[src/rtl/core/ipsc_pkg.sv]
// ----------------------------------------------------------------------------
// ipsc_pkg
// Shared types and constants of the incremental PI servo controller.
// ----------------------------------------------------------------------------
package ipsc_pkg;

    // Defaults of the top-level parameters.
    localparam int FRAC_BITS_DEF  = 8;
    localparam int PULSE_BITS_DEF = 12;

    // Field and datapath widths.
    localparam int IN_W        = 24;
    localparam int ERR_W       = 25;
    localparam int DIFF_W      = 26;
    localparam int GAIN_W      = 16;
    localparam int MUL_B_W     = 17;
    localparam int PROD_W      = 43;
    localparam int ACC_W       = 44;
    localparam int STEP_W      = 11;
    localparam int LIMIT_W     = 10;
    localparam int CFG_PULSE_W = 12;
    localparam int OUT_PULSE_W = 12;
    localparam int CFG_IDX_W   = 3;
    localparam int CFG_DATA_W  = 16;
    localparam int IN_TDATA_W  = 56;
    localparam int OUT_TDATA_W = 24;
    localparam int STEP_CNT_W  = 4;

    // Speed-mode scaling: about 0.02 as 5243 / 2^18.
    localparam logic signed [MUL_B_W-1:0] SPEED_MUL   = 17'sd5243;
    localparam int                        SPEED_SHIFT = 18;

    // Register reset values.
    localparam logic [GAIN_W-1:0]      GAIN_PROP_RST     = 16'd256;
    localparam logic [GAIN_W-1:0]      GAIN_INTEGRAL_RST = 16'd256;
    localparam logic [GAIN_W-1:0]      DEADBAND_RST      = 16'd256;
    localparam logic [LIMIT_W-1:0]     STEP_LIMIT_RST    = 10'd50;
    localparam logic [CFG_PULSE_W-1:0] PULSE_HOME_RST    = 12'd1500;
    localparam logic [CFG_PULSE_W-1:0] PULSE_FLOOR_RST   = 12'd1000;
    localparam logic [CFG_PULSE_W-1:0] PULSE_CEILING_RST = 12'd2000;

    // Configuration register indexes.
    typedef enum logic [CFG_IDX_W-1:0] {
        CFG_SPEED_MODE    = 3'd0,
        CFG_GAIN_PROP     = 3'd1,
        CFG_GAIN_INTEGRAL = 3'd2,
        CFG_DEADBAND      = 3'd3,
        CFG_STEP_LIMIT    = 3'd4,
        CFG_PULSE_HOME    = 3'd5,
        CFG_PULSE_FLOOR   = 3'd6,
        CFG_PULSE_CEILING = 3'd7
    } ipsc_cfg_idx_t;

    // Datapath operations, one per microcode word.
    typedef enum logic [3:0] {
        OP_NOP,
        OP_LOAD,
        OP_SCALE,
        OP_DEAD,
        OP_MULP,
        OP_MULI,
        OP_ADD,
        OP_TRUNC,
        OP_CLAMP,
        OP_CEIL,
        OP_FLOOR,
        OP_HOME,
        OP_HOLD,
        OP_OUT
    } ipsc_op_t;

    // Jump conditions of the sequencer.
    typedef enum logic [2:0] {
        COND_NEVER,
        COND_ALWAYS,
        COND_NO_INPUT,
        COND_DISABLED,
        COND_IN_DEADBAND,
        COND_OUT_BUSY
    } ipsc_cond_t;

    // One control word of the program.
    typedef struct packed {
        ipsc_op_t               op;
        ipsc_cond_t             cond;
        logic                   hold;
        logic [STEP_CNT_W-1:0]  target;
    } ipsc_uword_t;

    // Datapath flags that the sequencer branches on.
    typedef struct packed {
        logic disabled;
        logic in_deadband;
        logic out_busy;
    } ipsc_status_t;

endpackage

[src/rtl/core/ipsc_seq.sv]
// ----------------------------------------------------------------------------
// ipsc_seq
// Microcode sequencer: step counter, program table and conditional jumps.
// ----------------------------------------------------------------------------
module ipsc_seq
    import ipsc_pkg::*;
(
    input  logic         clk,
    input  logic         rst_n,
    input  logic         in_valid,
    input  ipsc_status_t status,
    output ipsc_op_t     op,
    output logic         in_ready
);

    // Program addresses.
    localparam logic [STEP_CNT_W-1:0] ST_WAIT   = 4'd0;
    localparam logic [STEP_CNT_W-1:0] ST_SCALE  = 4'd1;
    localparam logic [STEP_CNT_W-1:0] ST_DEAD   = 4'd2;
    localparam logic [STEP_CNT_W-1:0] ST_MULP   = 4'd3;
    localparam logic [STEP_CNT_W-1:0] ST_MULI   = 4'd4;
    localparam logic [STEP_CNT_W-1:0] ST_ADD    = 4'd5;
    localparam logic [STEP_CNT_W-1:0] ST_TRUNC  = 4'd6;
    localparam logic [STEP_CNT_W-1:0] ST_CLAMP  = 4'd7;
    localparam logic [STEP_CNT_W-1:0] ST_CEIL   = 4'd8;
    localparam logic [STEP_CNT_W-1:0] ST_FLOOR  = 4'd9;
    localparam logic [STEP_CNT_W-1:0] ST_HOME   = 4'd10;
    localparam logic [STEP_CNT_W-1:0] ST_HOLD   = 4'd11;
    localparam logic [STEP_CNT_W-1:0] ST_FINISH = 4'd15;

    // The program. A word with hold set suppresses its operation while its
    // condition is true; FINISH is the last address so falling through
    // wraps back to WAIT.
    function automatic ipsc_uword_t ucode(input logic [STEP_CNT_W-1:0] addr);
        ipsc_uword_t w;
        w = '{op: OP_NOP, cond: COND_ALWAYS, hold: 1'b0, target: ST_WAIT};
        unique case (addr)
            ST_WAIT:   w = '{op: OP_LOAD,  cond: COND_NO_INPUT,    hold: 1'b1,
                             target: ST_WAIT};
            ST_SCALE:  w = '{op: OP_SCALE, cond: COND_DISABLED,    hold: 1'b0,
                             target: ST_HOME};
            ST_DEAD:   w = '{op: OP_DEAD,  cond: COND_IN_DEADBAND, hold: 1'b0,
                             target: ST_HOLD};
            ST_MULP:   w = '{op: OP_MULP,  cond: COND_NEVER,  hold: 1'b0, target: ST_WAIT};
            ST_MULI:   w = '{op: OP_MULI,  cond: COND_NEVER,  hold: 1'b0, target: ST_WAIT};
            ST_ADD:    w = '{op: OP_ADD,   cond: COND_NEVER,  hold: 1'b0, target: ST_WAIT};
            ST_TRUNC:  w = '{op: OP_TRUNC, cond: COND_NEVER,  hold: 1'b0, target: ST_WAIT};
            ST_CLAMP:  w = '{op: OP_CLAMP, cond: COND_NEVER,  hold: 1'b0, target: ST_WAIT};
            ST_CEIL:   w = '{op: OP_CEIL,  cond: COND_NEVER,  hold: 1'b0, target: ST_WAIT};
            ST_FLOOR:  w = '{op: OP_FLOOR, cond: COND_ALWAYS, hold: 1'b0, target: ST_FINISH};
            ST_HOME:   w = '{op: OP_HOME,  cond: COND_ALWAYS, hold: 1'b0, target: ST_FINISH};
            ST_HOLD:   w = '{op: OP_HOLD,  cond: COND_ALWAYS, hold: 1'b0, target: ST_FINISH};
            ST_FINISH: w = '{op: OP_OUT,   cond: COND_OUT_BUSY,    hold: 1'b1,
                             target: ST_FINISH};
            default:   w = '{op: OP_NOP,   cond: COND_ALWAYS, hold: 1'b0, target: ST_WAIT};
        endcase
        return w;
    endfunction

    logic [STEP_CNT_W-1:0] step_reg;
    logic [STEP_CNT_W-1:0] step_next;
    ipsc_uword_t           uword;
    logic                  cond_true;

    // Condition select.
    always_comb
    begin
        uword = ucode(step_reg);
        unique case (uword.cond)
            COND_NEVER:       cond_true = 1'b0;
            COND_ALWAYS:      cond_true = 1'b1;
            COND_NO_INPUT:    cond_true = !in_valid;
            COND_DISABLED:    cond_true = status.disabled;
            COND_IN_DEADBAND: cond_true = status.in_deadband;
            COND_OUT_BUSY:    cond_true = status.out_busy;
            default:          cond_true = 1'b0;
        endcase
    end

    // Next address and issued operation.
    always_comb
    begin
        step_next = cond_true ? uword.target : STEP_CNT_W'(step_reg + 1'b1);
        op        = (uword.hold && cond_true) ? OP_NOP : uword.op;
        in_ready  = (step_reg == ST_WAIT);
    end

    // Step counter.
    always_ff @(posedge clk or negedge rst_n)
    begin
        if (!rst_n)
        begin
            step_reg <= ST_WAIT;
        end
        else
        begin
            step_reg <= step_next;
        end
    end

    // An accepted transfer always starts the program at the scaling step.
    a_accept_starts: assert property (@(posedge clk) disable iff (!rst_n)
        in_valid && in_ready |=> step_reg == ST_SCALE)
        else $error("accepted transfer did not start the program");

    // A result held back by the output side keeps the sequencer in FINISH.
    a_finish_stall: assert property (@(posedge clk) disable iff (!rst_n)
        step_reg == ST_FINISH && status.out_busy |=> step_reg == ST_FINISH)
        else $error("sequencer left FINISH while the output was busy");

endmodule

[src/rtl/core/ipsc_dp.sv]
// ----------------------------------------------------------------------------
// ipsc_dp
// Datapath: configuration registers, shared multiplier, error and pulse state,
// and the output register.
// ----------------------------------------------------------------------------
module ipsc_dp
    import ipsc_pkg::*;
#(
    parameter int FRAC_BITS  = FRAC_BITS_DEF,
    parameter int PULSE_BITS = PULSE_BITS_DEF
)
(
    input  logic                   clk,
    input  logic                   rst_n,
    input  logic                   cfg_we,
    input  logic [CFG_IDX_W-1:0]   cfg_index,
    input  logic [CFG_DATA_W-1:0]  cfg_wdata,
    input  logic [IN_TDATA_W-1:0]  in_data,
    input  ipsc_op_t               op,
    output ipsc_status_t           status,
    output logic                   m_axis_tvalid,
    input  logic                   m_axis_tready,
    output logic [OUT_TDATA_W-1:0] m_axis_tdata
);

    localparam int TRUNC_SHIFT = 2 * FRAC_BITS;
    localparam int PSUM_W      = ((PULSE_BITS > STEP_W) ? PULSE_BITS : STEP_W) + 2;
    localparam logic [ACC_W-1:0] TRUNC_BIAS = (ACC_W'(1) << TRUNC_SHIFT) - ACC_W'(1);

    // Configuration registers.
    logic                  speed_mode_reg;
    logic [GAIN_W-1:0]     gain_prop_reg;
    logic [GAIN_W-1:0]     gain_integral_reg;
    logic [GAIN_W-1:0]     deadband_reg;
    logic [LIMIT_W-1:0]    step_limit_reg;
    logic [PULSE_BITS-1:0] pulse_home_reg;
    logic [PULSE_BITS-1:0] pulse_floor_reg;
    logic [PULSE_BITS-1:0] pulse_ceiling_reg;

    // Controller state.
    logic signed [ERR_W-1:0] prev_err_reg;
    logic [PULSE_BITS-1:0]   pulse_reg;
    logic                    m_tvalid_reg;

    // Working registers.
    logic signed [ERR_W-1:0]  err_reg;
    logic signed [DIFF_W-1:0] diff_reg;
    logic signed [PROD_W-1:0] prod_reg;
    logic signed [ACC_W-1:0]  acc_reg;
    logic signed [STEP_W-1:0] step_reg;
    logic signed [PSUM_W-1:0] psum_reg;
    logic                     en_reg;
    logic                     written_reg;

    // Output register.
    logic [OUT_PULSE_W-1:0] out_pulse_reg;
    logic                   out_written_reg;
    logic [STEP_W-1:0]      out_step_reg;

    // Combinational terms.
    logic signed [DIFF_W-1:0]  mul_a;
    logic signed [MUL_B_W-1:0] mul_b;
    logic signed [PROD_W-1:0]  mul_p;
    logic signed [ERR_W-1:0]   in_err;
    logic [ERR_W-1:0]          err_mag;
    logic signed [ACC_W-1:0]   acc_biased;
    logic signed [ACC_W-1:0]   acc_trunc;
    logic signed [ACC_W-1:0]   lim_pos;
    logic signed [ACC_W-1:0]   lim_neg;
    logic signed [STEP_W-1:0]  step_clamped;
    logic signed [PSUM_W-1:0]  pulse_ext;
    logic signed [PSUM_W-1:0]  step_ext;
    logic signed [PSUM_W-1:0]  ceil_ext;
    logic signed [PSUM_W-1:0]  floor_ext;
    logic signed [PSUM_W-1:0]  psum;
    logic signed [PSUM_W-1:0]  psum_ceiled;
    logic signed [PSUM_W-1:0]  psum_floored;
    logic                      out_load;

    // Raw error from the incoming transfer.
    assign in_err = $signed({1'b0, in_data[IN_W-1:0]}) - $signed({1'b0, in_data[2*IN_W-1:IN_W]});

    // Shared multiplier and its operand selection.
    always_comb
    begin
        mul_a = (op == OP_MULP) ? diff_reg : {err_reg[ERR_W-1], err_reg};
        unique case (op)
            OP_MULP: mul_b = $signed({1'b0, gain_prop_reg});
            OP_MULI: mul_b = $signed({1'b0, gain_integral_reg});
            default: mul_b = SPEED_MUL;
        endcase
        mul_p = mul_a * mul_b;
    end

    // Deadband test on the magnitude of the error.
    assign err_mag = err_reg[ERR_W-1] ? ERR_W'(-err_reg) : ERR_W'(err_reg);

    // Division by 2^(2*FRAC_BITS), truncating toward zero.
    assign acc_biased = acc_reg + (acc_reg[ACC_W-1] ? $signed(TRUNC_BIAS) : $signed(ACC_W'(0)));
    assign acc_trunc  = acc_biased >>> TRUNC_SHIFT;

    // Step clamp to the symmetric limit.
    always_comb
    begin
        lim_pos = $signed({{(ACC_W-LIMIT_W){1'b0}}, step_limit_reg});
        lim_neg = -lim_pos;
        priority if (acc_reg > lim_pos)
            step_clamped = lim_pos[STEP_W-1:0];
        else if (acc_reg < lim_neg)
            step_clamped = lim_neg[STEP_W-1:0];
        else
            step_clamped = acc_reg[STEP_W-1:0];
    end

    // Pulse update: ceiling first, then floor, so the floor wins.
    always_comb
    begin
        pulse_ext = $signed({{(PSUM_W-PULSE_BITS){1'b0}}, pulse_reg});
        step_ext  = {{(PSUM_W-STEP_W){step_reg[STEP_W-1]}}, step_reg};
        ceil_ext  = $signed({{(PSUM_W-PULSE_BITS){1'b0}}, pulse_ceiling_reg});
        floor_ext = $signed({{(PSUM_W-PULSE_BITS){1'b0}}, pulse_floor_reg});
        psum      = pulse_ext + step_ext;
        psum_ceiled  = (psum > ceil_ext) ? ceil_ext : psum;
        psum_floored = (psum_reg < floor_ext) ? floor_ext : psum_reg;
    end

    // The output register takes a result when it is empty or being emptied.
    assign out_load = (op == OP_OUT) && (!m_tvalid_reg || m_axis_tready);

    // Configuration writes.
    always_ff @(posedge clk or negedge rst_n)
    begin
        if (!rst_n)
        begin
            speed_mode_reg    <= 1'b0;
            gain_prop_reg     <= GAIN_PROP_RST;
            gain_integral_reg <= GAIN_INTEGRAL_RST;
            deadband_reg      <= DEADBAND_RST;
            step_limit_reg    <= STEP_LIMIT_RST;
            pulse_home_reg    <= PULSE_BITS'(PULSE_HOME_RST);
            pulse_floor_reg   <= PULSE_BITS'(PULSE_FLOOR_RST);
            pulse_ceiling_reg <= PULSE_BITS'(PULSE_CEILING_RST);
        end
        else if (cfg_we)
        begin
            unique case (ipsc_cfg_idx_t'(cfg_index))
                CFG_SPEED_MODE:    speed_mode_reg    <= cfg_wdata[0];
                CFG_GAIN_PROP:     gain_prop_reg     <= cfg_wdata;
                CFG_GAIN_INTEGRAL: gain_integral_reg <= cfg_wdata;
                CFG_DEADBAND:      deadband_reg      <= cfg_wdata;
                CFG_STEP_LIMIT:    step_limit_reg    <= cfg_wdata[LIMIT_W-1:0];
                CFG_PULSE_HOME:    pulse_home_reg    <= PULSE_BITS'(cfg_wdata[CFG_PULSE_W-1:0]);
                CFG_PULSE_FLOOR:   pulse_floor_reg   <= PULSE_BITS'(cfg_wdata[CFG_PULSE_W-1:0]);
                CFG_PULSE_CEILING: pulse_ceiling_reg <= PULSE_BITS'(cfg_wdata[CFG_PULSE_W-1:0]);
                default:           speed_mode_reg    <= speed_mode_reg;
            endcase
        end
    end

    // Controller state and output valid.
    always_ff @(posedge clk or negedge rst_n)
    begin
        if (!rst_n)
        begin
            prev_err_reg <= '0;
            pulse_reg    <= PULSE_BITS'(PULSE_HOME_RST);
            m_tvalid_reg <= 1'b0;
        end
        else
        begin
            if (op == OP_DEAD)
                prev_err_reg <= err_reg;
            else if (op == OP_HOME)
                prev_err_reg <= '0;

            if (op == OP_FLOOR)
                pulse_reg <= psum_floored[PULSE_BITS-1:0];
            else if (op == OP_HOME)
                pulse_reg <= pulse_home_reg;

            if (out_load)
                m_tvalid_reg <= 1'b1;
            else if (m_axis_tready)
                m_tvalid_reg <= 1'b0;
        end
    end

    // Working registers, one operation per cycle.
    always_ff @(posedge clk)
    begin
        unique case (op)
            OP_LOAD:
            begin
                err_reg <= in_err;
                en_reg  <= in_data[2*IN_W] & in_data[2*IN_W+1];
            end
            OP_SCALE:
            begin
                if (speed_mode_reg)
                    err_reg <= mul_p[SPEED_SHIFT +: ERR_W];
            end
            OP_DEAD:  diff_reg <= DIFF_W'(err_reg) - DIFF_W'(prev_err_reg);
            OP_MULP:  acc_reg  <= {mul_p[PROD_W-1], mul_p};
            OP_MULI:  prod_reg <= mul_p;
            OP_ADD:   acc_reg  <= acc_reg + {prod_reg[PROD_W-1], prod_reg};
            OP_TRUNC: acc_reg  <= acc_trunc;
            OP_CLAMP: step_reg <= step_clamped;
            OP_CEIL:  psum_reg <= psum_ceiled;
            OP_FLOOR: written_reg <= 1'b1;
            OP_HOME:
            begin
                step_reg    <= '0;
                written_reg <= 1'b1;
            end
            OP_HOLD:
            begin
                step_reg    <= '0;
                written_reg <= 1'b0;
            end
            default:  en_reg <= en_reg;
        endcase

        if (out_load)
        begin
            out_pulse_reg   <= OUT_PULSE_W'(pulse_reg);
            out_written_reg <= written_reg;
            out_step_reg    <= step_reg;
        end
    end

    // Status to the sequencer and output ports.
    assign status.disabled    = !en_reg;
    assign status.in_deadband = !(err_mag > ERR_W'(deadband_reg));
    assign status.out_busy    = m_tvalid_reg && !m_axis_tready;

    assign m_axis_tvalid = m_tvalid_reg;
    assign m_axis_tdata  = {out_step_reg, out_written_reg, out_pulse_reg};

    // A finished result shows up as a valid transfer in the next cycle.
    a_out_loads: assert property (@(posedge clk) disable iff (!rst_n)
        out_load |=> m_tvalid_reg)
        else $error("result was not presented after loading");

    // A tick that left the pulse alone reports no step.
    a_no_write_no_step: assert property (@(posedge clk) disable iff (!rst_n)
        m_tvalid_reg && !out_written_reg |-> out_step_reg == '0)
        else $error("nonzero step on a tick without a pulse write");

    // The reported step never exceeds the configured limit.
    a_step_limited: assert property (@(posedge clk) disable iff (!rst_n)
        m_tvalid_reg |-> ($signed(out_step_reg) <= $signed({1'b0, step_limit_reg}))
                      && ($signed(out_step_reg) >= -$signed({1'b0, step_limit_reg})))
        else $error("step outside the configured limit");

endmodule

[src/rtl/core/incremental_pi_servo_controller.sv]
// ----------------------------------------------------------------------------
// incremental_pi_servo_controller
// Velocity-form PI servo controller with deadband, one result per tick.
// ----------------------------------------------------------------------------
// Each input transfer is one control tick and yields exactly one output
// transfer. A tick that runs the full control law steps through load, speed
// scaling, deadband test, proportional and integral products, add, truncate,
// step clamp, ceiling and floor before it is loaded into the output register;
// a tick inside the deadband goes from the deadband test to hold, a disabled
// tick from scaling to home. The microcode program runs one datapath operation
// per cycle, except while it waits for input or for the output register,
// through a single shared multiplier (speed scaling, proportional and integral
// products each use it in turn). A new tick is accepted once the previous
// result sits in the output register, even if it has not yet been taken; while
// the output register still holds an untaken result, the program waits before
// loading the next one. Configuration registers are written through cfg_we,
// cfg_index and cfg_wdata and must only change while no tick is in flight.
module incremental_pi_servo_controller
    import ipsc_pkg::*;
#(
    parameter int FRAC_BITS  = FRAC_BITS_DEF,
    parameter int PULSE_BITS = PULSE_BITS_DEF
)
(
    input  logic                   clk,
    input  logic                   rst_n,
    // Configuration write port.
    input  logic                   cfg_we,
    input  logic [CFG_IDX_W-1:0]   cfg_index,
    input  logic [CFG_DATA_W-1:0]  cfg_wdata,
    // Tick input: target_value[23:0], measured_value[47:24],
    // engine_running[48], central_enable[49], zero fill [55:50].
    input  logic                   s_axis_tvalid,
    output logic                   s_axis_tready,
    input  logic [IN_TDATA_W-1:0]  s_axis_tdata,
    // Result: servo_pulse[11:0], pulse_written[12], step_applied[23:13].
    output logic                   m_axis_tvalid,
    input  logic                   m_axis_tready,
    output logic [OUT_TDATA_W-1:0] m_axis_tdata
);

    ipsc_op_t     op;
    ipsc_status_t status;

    // Program sequencer.
    ipsc_seq u_seq (
        .clk      (clk),
        .rst_n    (rst_n),
        .in_valid (s_axis_tvalid),
        .status   (status),
        .op       (op),
        .in_ready (s_axis_tready)
    );

    // Arithmetic datapath and output register.
    ipsc_dp #(
        .FRAC_BITS  (FRAC_BITS),
        .PULSE_BITS (PULSE_BITS)
    ) u_dp (
        .clk           (clk),
        .rst_n         (rst_n),
        .cfg_we        (cfg_we),
        .cfg_index     (cfg_index),
        .cfg_wdata     (cfg_wdata),
        .in_data       (s_axis_tdata),
        .op            (op),
        .status        (status),
        .m_axis_tvalid (m_axis_tvalid),
        .m_axis_tready (m_axis_tready),
        .m_axis_tdata  (m_axis_tdata)
    );

endmodule
[config.mk]
export PLATFORM = sky130hd
export DESIGN_NAME = incremental_pi_servo_controller
export DESIGN_NICKNAME = d
export VERILOG_FILES = /design/src/rtl/core/ipsc_pkg.sv /design/src/rtl/core/ipsc_seq.sv /design/src/rtl/core/ipsc_dp.sv /design/src/rtl/core/incremental_pi_servo_controller.sv
export SDC_FILE = /design/constraint.sdc
export NUM_CORES = 2
export LEC_CHECK = 0
export BUFFER_PORTS_ARGS = -buffer_cell sky130_fd_sc_hd__buf_4
export CAP_MARGIN = 20
export CORE_MARGIN = 2
export CORE_UTILIZATION = 59
export CTS_CLUSTER_DIAMETER = 120
export DETAILED_ROUTE_END_ITERATION = 12
export GPL_TIMING_DRIVEN = 0
export PLACE_DENSITY = 0.88
export SYNTH_ARGS = -nofsm -noshare
export SYNTH_HDL_FRONTEND = slang
export SYNTH_SLANG_ARGS = --single-unit
[constraint.sdc]
create_clock -name clk -period 10.7 [get_ports clk]
set_input_delay 1.07 -clock clk [delete_from_list [all_inputs] [get_ports clk]]
set_output_delay 1.07 -clock clk [all_outputs]
set_load 0.05 [all_outputs]
-- Yosys cells after proc, flatten, opt, wreduce, memory -nomap -nowiden
Memories as Yosys holds them, arrays and structs flattened.
Cells that the tools add are included.
- register bits after elaboration: 326
- bits in read-only memories: 192
- word-level logic and storage cells: 117
- memories kept: 1
- add/sub/neg operators: 8
- $mul: 1
- $lt $le $gt $ge: 5
- eq/ne operators: 26
- muxes and demuxes: 22
- bitwise gates (word level): 1
- reduce and logical (&&, ||, !) cells: 29
- memory list (name ; words ; bits a word ; rd ports ; clocked after memory_dff ; wr ports ; line ; text):
    (name not given) ; 16 ; 12 ; 1 ; 0 ; 0 ; ipsc_seq.sv:37 ; unique case (addr)
- operators by type and width (operator ; count):
    $pmux 44 s3 ; 1
    $mux 25 ; 4
    $add 44x44->44 ; 2
    $pmux 25 s2 ; 1
    $mux 12 ; 4
    $gt 44x11->1 ; 1
    $lt 44x44->1 ; 1
    $neg 10->44 ; 1
    $mul 26x17->43 ; 1
    $pmux 16 s2 ; 1
    $mux 26 ; 1
    $sub 25x25->26 ; 1
    $gt 25x16->1 ; 1
    $neg 25->25 ; 1
    $sub 24x24->25 ; 1
    $eq 4x4->1 const B ; 6
    $mux 11 ; 2
    $pmux 11 s2 ; 1
    $eq 3x3->1 const B ; 6
    $reduce_and 2->1 ; 9
    $eq 4x3->1 const B ; 4
    $mux 16 ; 1
    $add 13x11->14 ; 1
    $gt 14x13->1 ; 1
    20 further kinds ; 39

-- Depth between registers and ports, before layout
- depth in word-level cells: 12
- depth in mapped cells: 44
- depth with buffers taken out: 40

-- By module
Synthesis repeated with hierarchy kept, for this count alone.
- cells, all modules: 3964
- area total of the unflattened synthesis: 37148.1 µm²
- by module, submodules not included (module ; instances ; cells an instance ; area each (µm²) ; seq. area each (µm²)):
    ipsc_dp ; 1 ; 3907 ; 36637.6 ; 9043.7
    ipsc_seq ; 1 ; 57 ; 510.5 ; 100.1

-- Least setup slack after synthesis
OpenSTA, ideal clock, no wires.
- path kind: reg2reg
- start point: reg u_dp.err_reg[2]
- end point: reg u_dp.acc_reg[42] (data pin)
- data arrival time: 9996 ps
- required time: 10423 ps
- slack: 427 ps
- cell stages (with the launch flop): 39
- path buffers: 5
- cell sequence: edfxtp_1 -> clkbuf_1 -> nor4_1 -> nand2_1 -> or2_2 -> o41ai_1 -> xnor2_1 -> ha_1 -> and4_1 -> nand4_1 -> o22ai_1 -> or2_2 -> o311ai_0 -> o31ai_2 -> buf_4 -> or3b_2 -> clkbuf_1 -> buf_2 -> [3 not listed] -> fa_1 -> inv_1 -> fa_1 -> fa_1 -> fa_1 -> fa_1 -> inv_1 -> fa_1 -> inv_1 -> ha_1 -> o211ai_1 -> o21ai_0 -> o21ai_0 -> o21a_1 -> or4_1 -> o211ai_1 -> xnor2_1 -> a22oi_1
- cells in the longest elaborated chain, start to end: 11
- elaborated cells on any way between the ends: 15
- those cells by class: add/sub (1); mul (1); order compare (1); eq/ne (4); mux (6); reduce/logical (2)
- ends and longest elaborated chain (what ; line ; text):
    start, declared ; ipsc_dp.sv:46 ; logic signed [ERR_W-1:0] err_reg;
    start signal, assigned ; ipsc_dp.sv:194 ; err_reg <= in_err;
    start signal, assigned ; ipsc_dp.sv:200 ; err_reg <= mul_p[SPEED_SHIFT +: ERR_W];
    $neg 25->25 ; ipsc_dp.sv:96 ; assign err_mag = err_reg[ERR_W-1] ? ERR_W'(-err_reg) : ERR_W'(err_reg);
    $mux 25 ; ipsc_dp.sv:96 ;
    $gt 25x16->1 ; ipsc_dp.sv:233 ; assign status.in_deadband = !(err_mag > ERR_W'(deadband_reg));
    $logic_not 1->1 ; ipsc_dp.sv:233 ;
    $pmux 1 s5 ; ipsc_seq.sv:69 ; unique case (uword.cond)
    $logic_and 1x1->1 ; ipsc_seq.sv:84 ; op = (uword.hold && cond_true) ? OP_NOP : uword.op;
    $mux 4 ; ipsc_seq.sv:84 ;
    $eq 4x3->1 (on tied branches) ; ipsc_dp.sv:87, ipsc_dp.sv:86, ipsc_dp.sv:191 ;
    $pmux 16 s2 or $mux 26 (tied branches) ; ipsc_dp.sv:87, ipsc_dp.sv:86 ;
    $mul 26x17->43 ; ipsc_dp.sv:92 ; mul_p = mul_a * mul_b;
    $pmux 44 s3 * ; ipsc_dp.sv:191 ; unique case (op)
    end signal, assigned ; ipsc_dp.sv:203 ; OP_MULP: acc_reg <= {mul_p[PROD_W-1], mul_p};
    end signal, assigned ; ipsc_dp.sv:205 ; OP_ADD: acc_reg <= acc_reg + {prod_reg[PROD_W-1], prod_reg};
    end signal, assigned ; ipsc_dp.sv:206 ; OP_TRUNC: acc_reg <= acc_trunc;
    end, declared ; ipsc_dp.sv:49 ; logic signed [ACC_W-1:0] acc_reg;
Mark *: on every way between the ends. The rest lies on a longest branch, timed or not.
A chain may end at the register's enable or synchronous reset.

-- Final worst setup path
- start point: reg u_dp.err_reg[0]
- end point: reg u_dp.acc_reg[42] (data pin)
The elaborated chain is that of the path after synthesis.

==> impl_metrics.env <==
export IMPL_violations="setup timing"
export IMPL_yosysTopAreaCellShare_pct=21.65
export IMPL_numCtsBuffers=34
export IMPL_die_y_um=257.2
export IMPL_first_pass_iters=12
export IMPL_drc=0
export IMPL_dp_cells=5017
export IMPL_clkTransAtPathRegs_ps=60
export IMPL_period_minus_slack_ps=11340
export IMPL_syn_nets=4883
export IMPL_cts_htree_levels=2
export IMPL_endpoint_kind="flip-flop"
export IMPL_fp_dieW_um=257.2
export IMPL_clock_latency_ps=570
export IMPL_worstPathRequired_ps=10980
export IMPL_cp_arrival_ps=11620
export IMPL_row_count=92
export IMPL_vias=34270
export IMPL_skew_ps=20.87
export IMPL_clock_path_buffers=3
export IMPL_synth_seq_cells=326
export IMPL_hold_violations=0
export IMPL_first_global_vias=32800
export IMPL_grt_usage_pct=35.53
export IMPL_grt_overflow=0
export IMPL_drt_iter0_drc=5343
export IMPL_ant_nets=0
export IMPL_drt_total_wl_mm=130.3
export IMPL_clock_sinks=326
export IMPL_syn_area_per_cell_um2=9.301
export IMPL_io_pins=106
export IMPL_largest_reg_flops=44
export IMPL_hpwl_mm=90.01
export IMPL_core_um2=63200
export IMPL_synth_seq_area_share_pct=24.17
export IMPL_viasPerCell=6.581
export IMPL_critPathMaxFanout=7
export IMPL_cp_start_kind="flip-flop"
export IMPL_grt_max_degree=96
export IMPL_hp_class="input port to asynchronous set/reset pin"
export IMPL_slew_headroom_pct=2.000
export IMPL_synth_edf_count=189
export IMPL_setup_ws_ps=-640.7
export IMPL_yosys_area_top_type="fa_1"
export IMPL_wl_per_cell_um=25.02
export IMPL_portBuffers=97
export IMPL_path_class="flip-flop to flip-flop"
export IMPL_num_fill_cells=4284
export IMPL_drv_slew=0
export IMPL_ys_warn_count=0
export IMPL_cts_tree="yes"
export IMPL_max_stage_delay_ps=570
export IMPL_gp_congestion=1.029
export IMPL_antenna_found_initial=3
export IMPL_r2r_end="u_dp.acc_reg[42]$_DFFE_PP_"
export IMPL_drive_gt1_share_pct=15.92
export IMPL_slowest_stage="fa_1"
export IMPL_worst_slew_pin_slew_ps=1429
export IMPL_dpl_cell_area_um2=39740
export IMPL_yosysUniqueCellTypes=87
export IMPL_status="finished, violations left"
export IMPL_timing_rr_start="u_dp.err_reg[0]$_DFFE_PP_"
export IMPL_nNetsFinal=5150
export IMPL_max_cap_violations=0
export IMPL_finalCritPeriodShare_pct=106.0
export IMPL_hold_buffers=0
export IMPL_synthFlopType="edfxtp_1"
export IMPL_grt_pass1_wl_mm=181.9
export IMPL_final_area_um2=43380
export IMPL_fmax_ghz=0.08818
export IMPL_die_area_um2=66150
export IMPL_crit_path_frequent_cell="fa_1"
export IMPL_synth_area_um2=37830
export IMPL_stdcell_count=5208
export IMPL_clockRootBuffer="clkbuf_16"
export IMPL_pre_cts_slack_ps=-2405
export IMPL_setup_viol=54
export IMPL_ff2ff_path_depth=43
export IMPL_synth_area_leaders="fa_1 (22%), edfxtp_1 (15%), ha_1 (11%), dfrtp_1 (6.9%), inv_1 (6.5%)"
export IMPL_synthToLayoutAreaGrowth_pct=14.68
export IMPL_synthCells=4067
export IMPL_synth_async_sr_flop_share_pct=42.02
export IMPL_start_util_pct=59.86
export IMPL_r2r_slack_ps=-640
per-layer routing:
layer	vias to the layer above	track usage [%]	wire length, um
met5	-	0	95
met4	4	22.55	12070
met3	974	8.560	18820
met2	2918	55.83	56620
met1	16230	44.18	42710
li1	14150	-	-
critical path: cells and delay by family (launching register included):
kind                     cells  cell delay [ps]
adder cells (fa/ha/maj)      8             3650
AO/OA/AOI/OAI               14             2690
AND/OR/NAND/NOR              8             2210
buffers and inverters       11             1650
flip-flops                   1              480
XOR/XNOR                     2              330
cell type report:
class / count / area (um^2) / share of cell area (%)
timing repair buffer: 244 / 2022 / 4.661
clock buffer: 44 / 940.9 / 2.169
buffer: 139 / 932.1 / 2.149
inverter: 651 / 2446 / 5.639
clock inverter: 16 / 156.4 / 0.3605
antenna: 4 / 10.01 / 0.02307
tap: 846 / 1059 / 2.440
multi-input combinational: 2938 / 26670 / 61.48
sequential: 326 / 9144 / 21.08
stage by stage:
step | TNS, ps | hold slack [ps] | util [%]
2_1_floorplan | 0 | 400.3 | -
3_3_place_gp | -119420 | 449.2 | 62.68
3_5_place_dp | -137160 | 446.3 | 62.89
4_1_cts | 0 | 440.8 | 66.53
5_1_grt | -17660 | 462.8 | 68.63
6_report | -15550 | 432.1 | 68.64
synth_stat cells (6+ instances only):
cell	number
or2_2	10
nor4b_1	6
dfstp_2	32
nor3_1	44
nand2_1	402
a22oi_1	12
nand2b_1	60
or3_1	13
mux2_2	121
nor3b_1	6
a31oi_1	35
mux2i_2	14
nand3_1	77
nand4_1	35
a21o_1	85
buf_2	29
ha_1	327
and4_1	11
inv_1	651
nor4_1	21
a211oi_1	32
o21ai_0	186
o31a_1	16
o211ai_1	25
buf_1	12
dfrtp_1	105
nand3b_1	13
edfxtp_1	189
o31ai_1	30
nor2b_1	24
o21a_1	37
clkbuf_1	103
nor2_1	342
or4_1	7
mux2i_1	28
a21oi_1	173
o2111ai_1	14
fa_1	409
xnor2_1	116
xor2_1	53
and3_1	21
and2_1	17
o21bai_1	11
logic make-up (layout without fill, tap and decap cells):
group | count (synthesis) | after routing | synth area share [%]
and+or+nand+nor | 1126 | 1126 | 13.63
buffers and inverters | 803 | 1094 | 8.183
AOI/OAI and AO/OA | 739 | 739 | 12.57
adders and majority gates | 736 | 736 | 32.46
DFF | 326 | 326 | 24.17
xor gates and xnor gates | 169 | 169 | 3.913
muxes | 168 | 168 | 5.071
other | 0 | 4 | 0
how the worst max path moves through the flow:
stage	start	endpoint	cells past startpoint
finish	u_dp.err_reg[0]$_DFFE_PP_	u_dp.acc_reg[42]$_DFFE_PP_	43
global route	u_dp.err_reg[0]$_DFFE_PP_	u_dp.acc_reg[43]$_DFFE_PP_	43
CTS	u_dp.err_reg[6]$_DFFE_PP_	u_dp.acc_reg[42]$_DFFE_PP_	42
detailed placement	u_dp.err_reg[2]$_DFFE_PP_	u_dp.acc_reg[42]$_DFFE_PP_	36
global placement	u_dp.err_reg[2]$_DFFE_PP_	u_dp.err_reg[11]$_DFFE_PP_	38
floorplan	u_dp.err_reg[2]$_DFFE_PP_	u_dp.acc_reg[42]$_DFFE_PP_	38
what timing repair did:
| item | CTS | global route |
|---|---|---|
| gates resized for setup | 163 | 221 |
| cloned | 1 | 2 |
| hold endpoints to repair | 0 | 0 |
| pin swaps | 30 | 84 |
| endpoints found under the setup margin | 90 | 70 |
| setup buffers | 67 | 66 |
placed cells by master (no fill, tap or decap), types with 35 or more instances in the layout:
cell type | netlist | layout
nand2b_1 | 60 | 55
nor2_1 | 342 | 326
ha_1 | 327 | 311
nand4_1 | 35 | 35
nor3_1 | 44 | 41
a21o_1 | 85 | 83
inv_1 | 651 | 641
dfrtp_1 | 105 | 105
clkbuf_1 | 103 | 79
buf_4 | 4 | 225
clkbuf_16 | 0 | 37
fa_1 | 409 | 394
mux2_2 | 121 | 115
edfxtp_1 | 189 | 189
nand3_1 | 77 | 76
a21oi_1 | 173 | 166
nand2_1 | 402 | 391
xnor2_1 | 116 | 106
xor2_1 | 53 | 51
o21ai_0 | 186 | 174
o21a_1 | 37 | 37
Power is not shown: default switching activity piles up to over one toggle a cycle in this logic, so the estimate is an artifact.
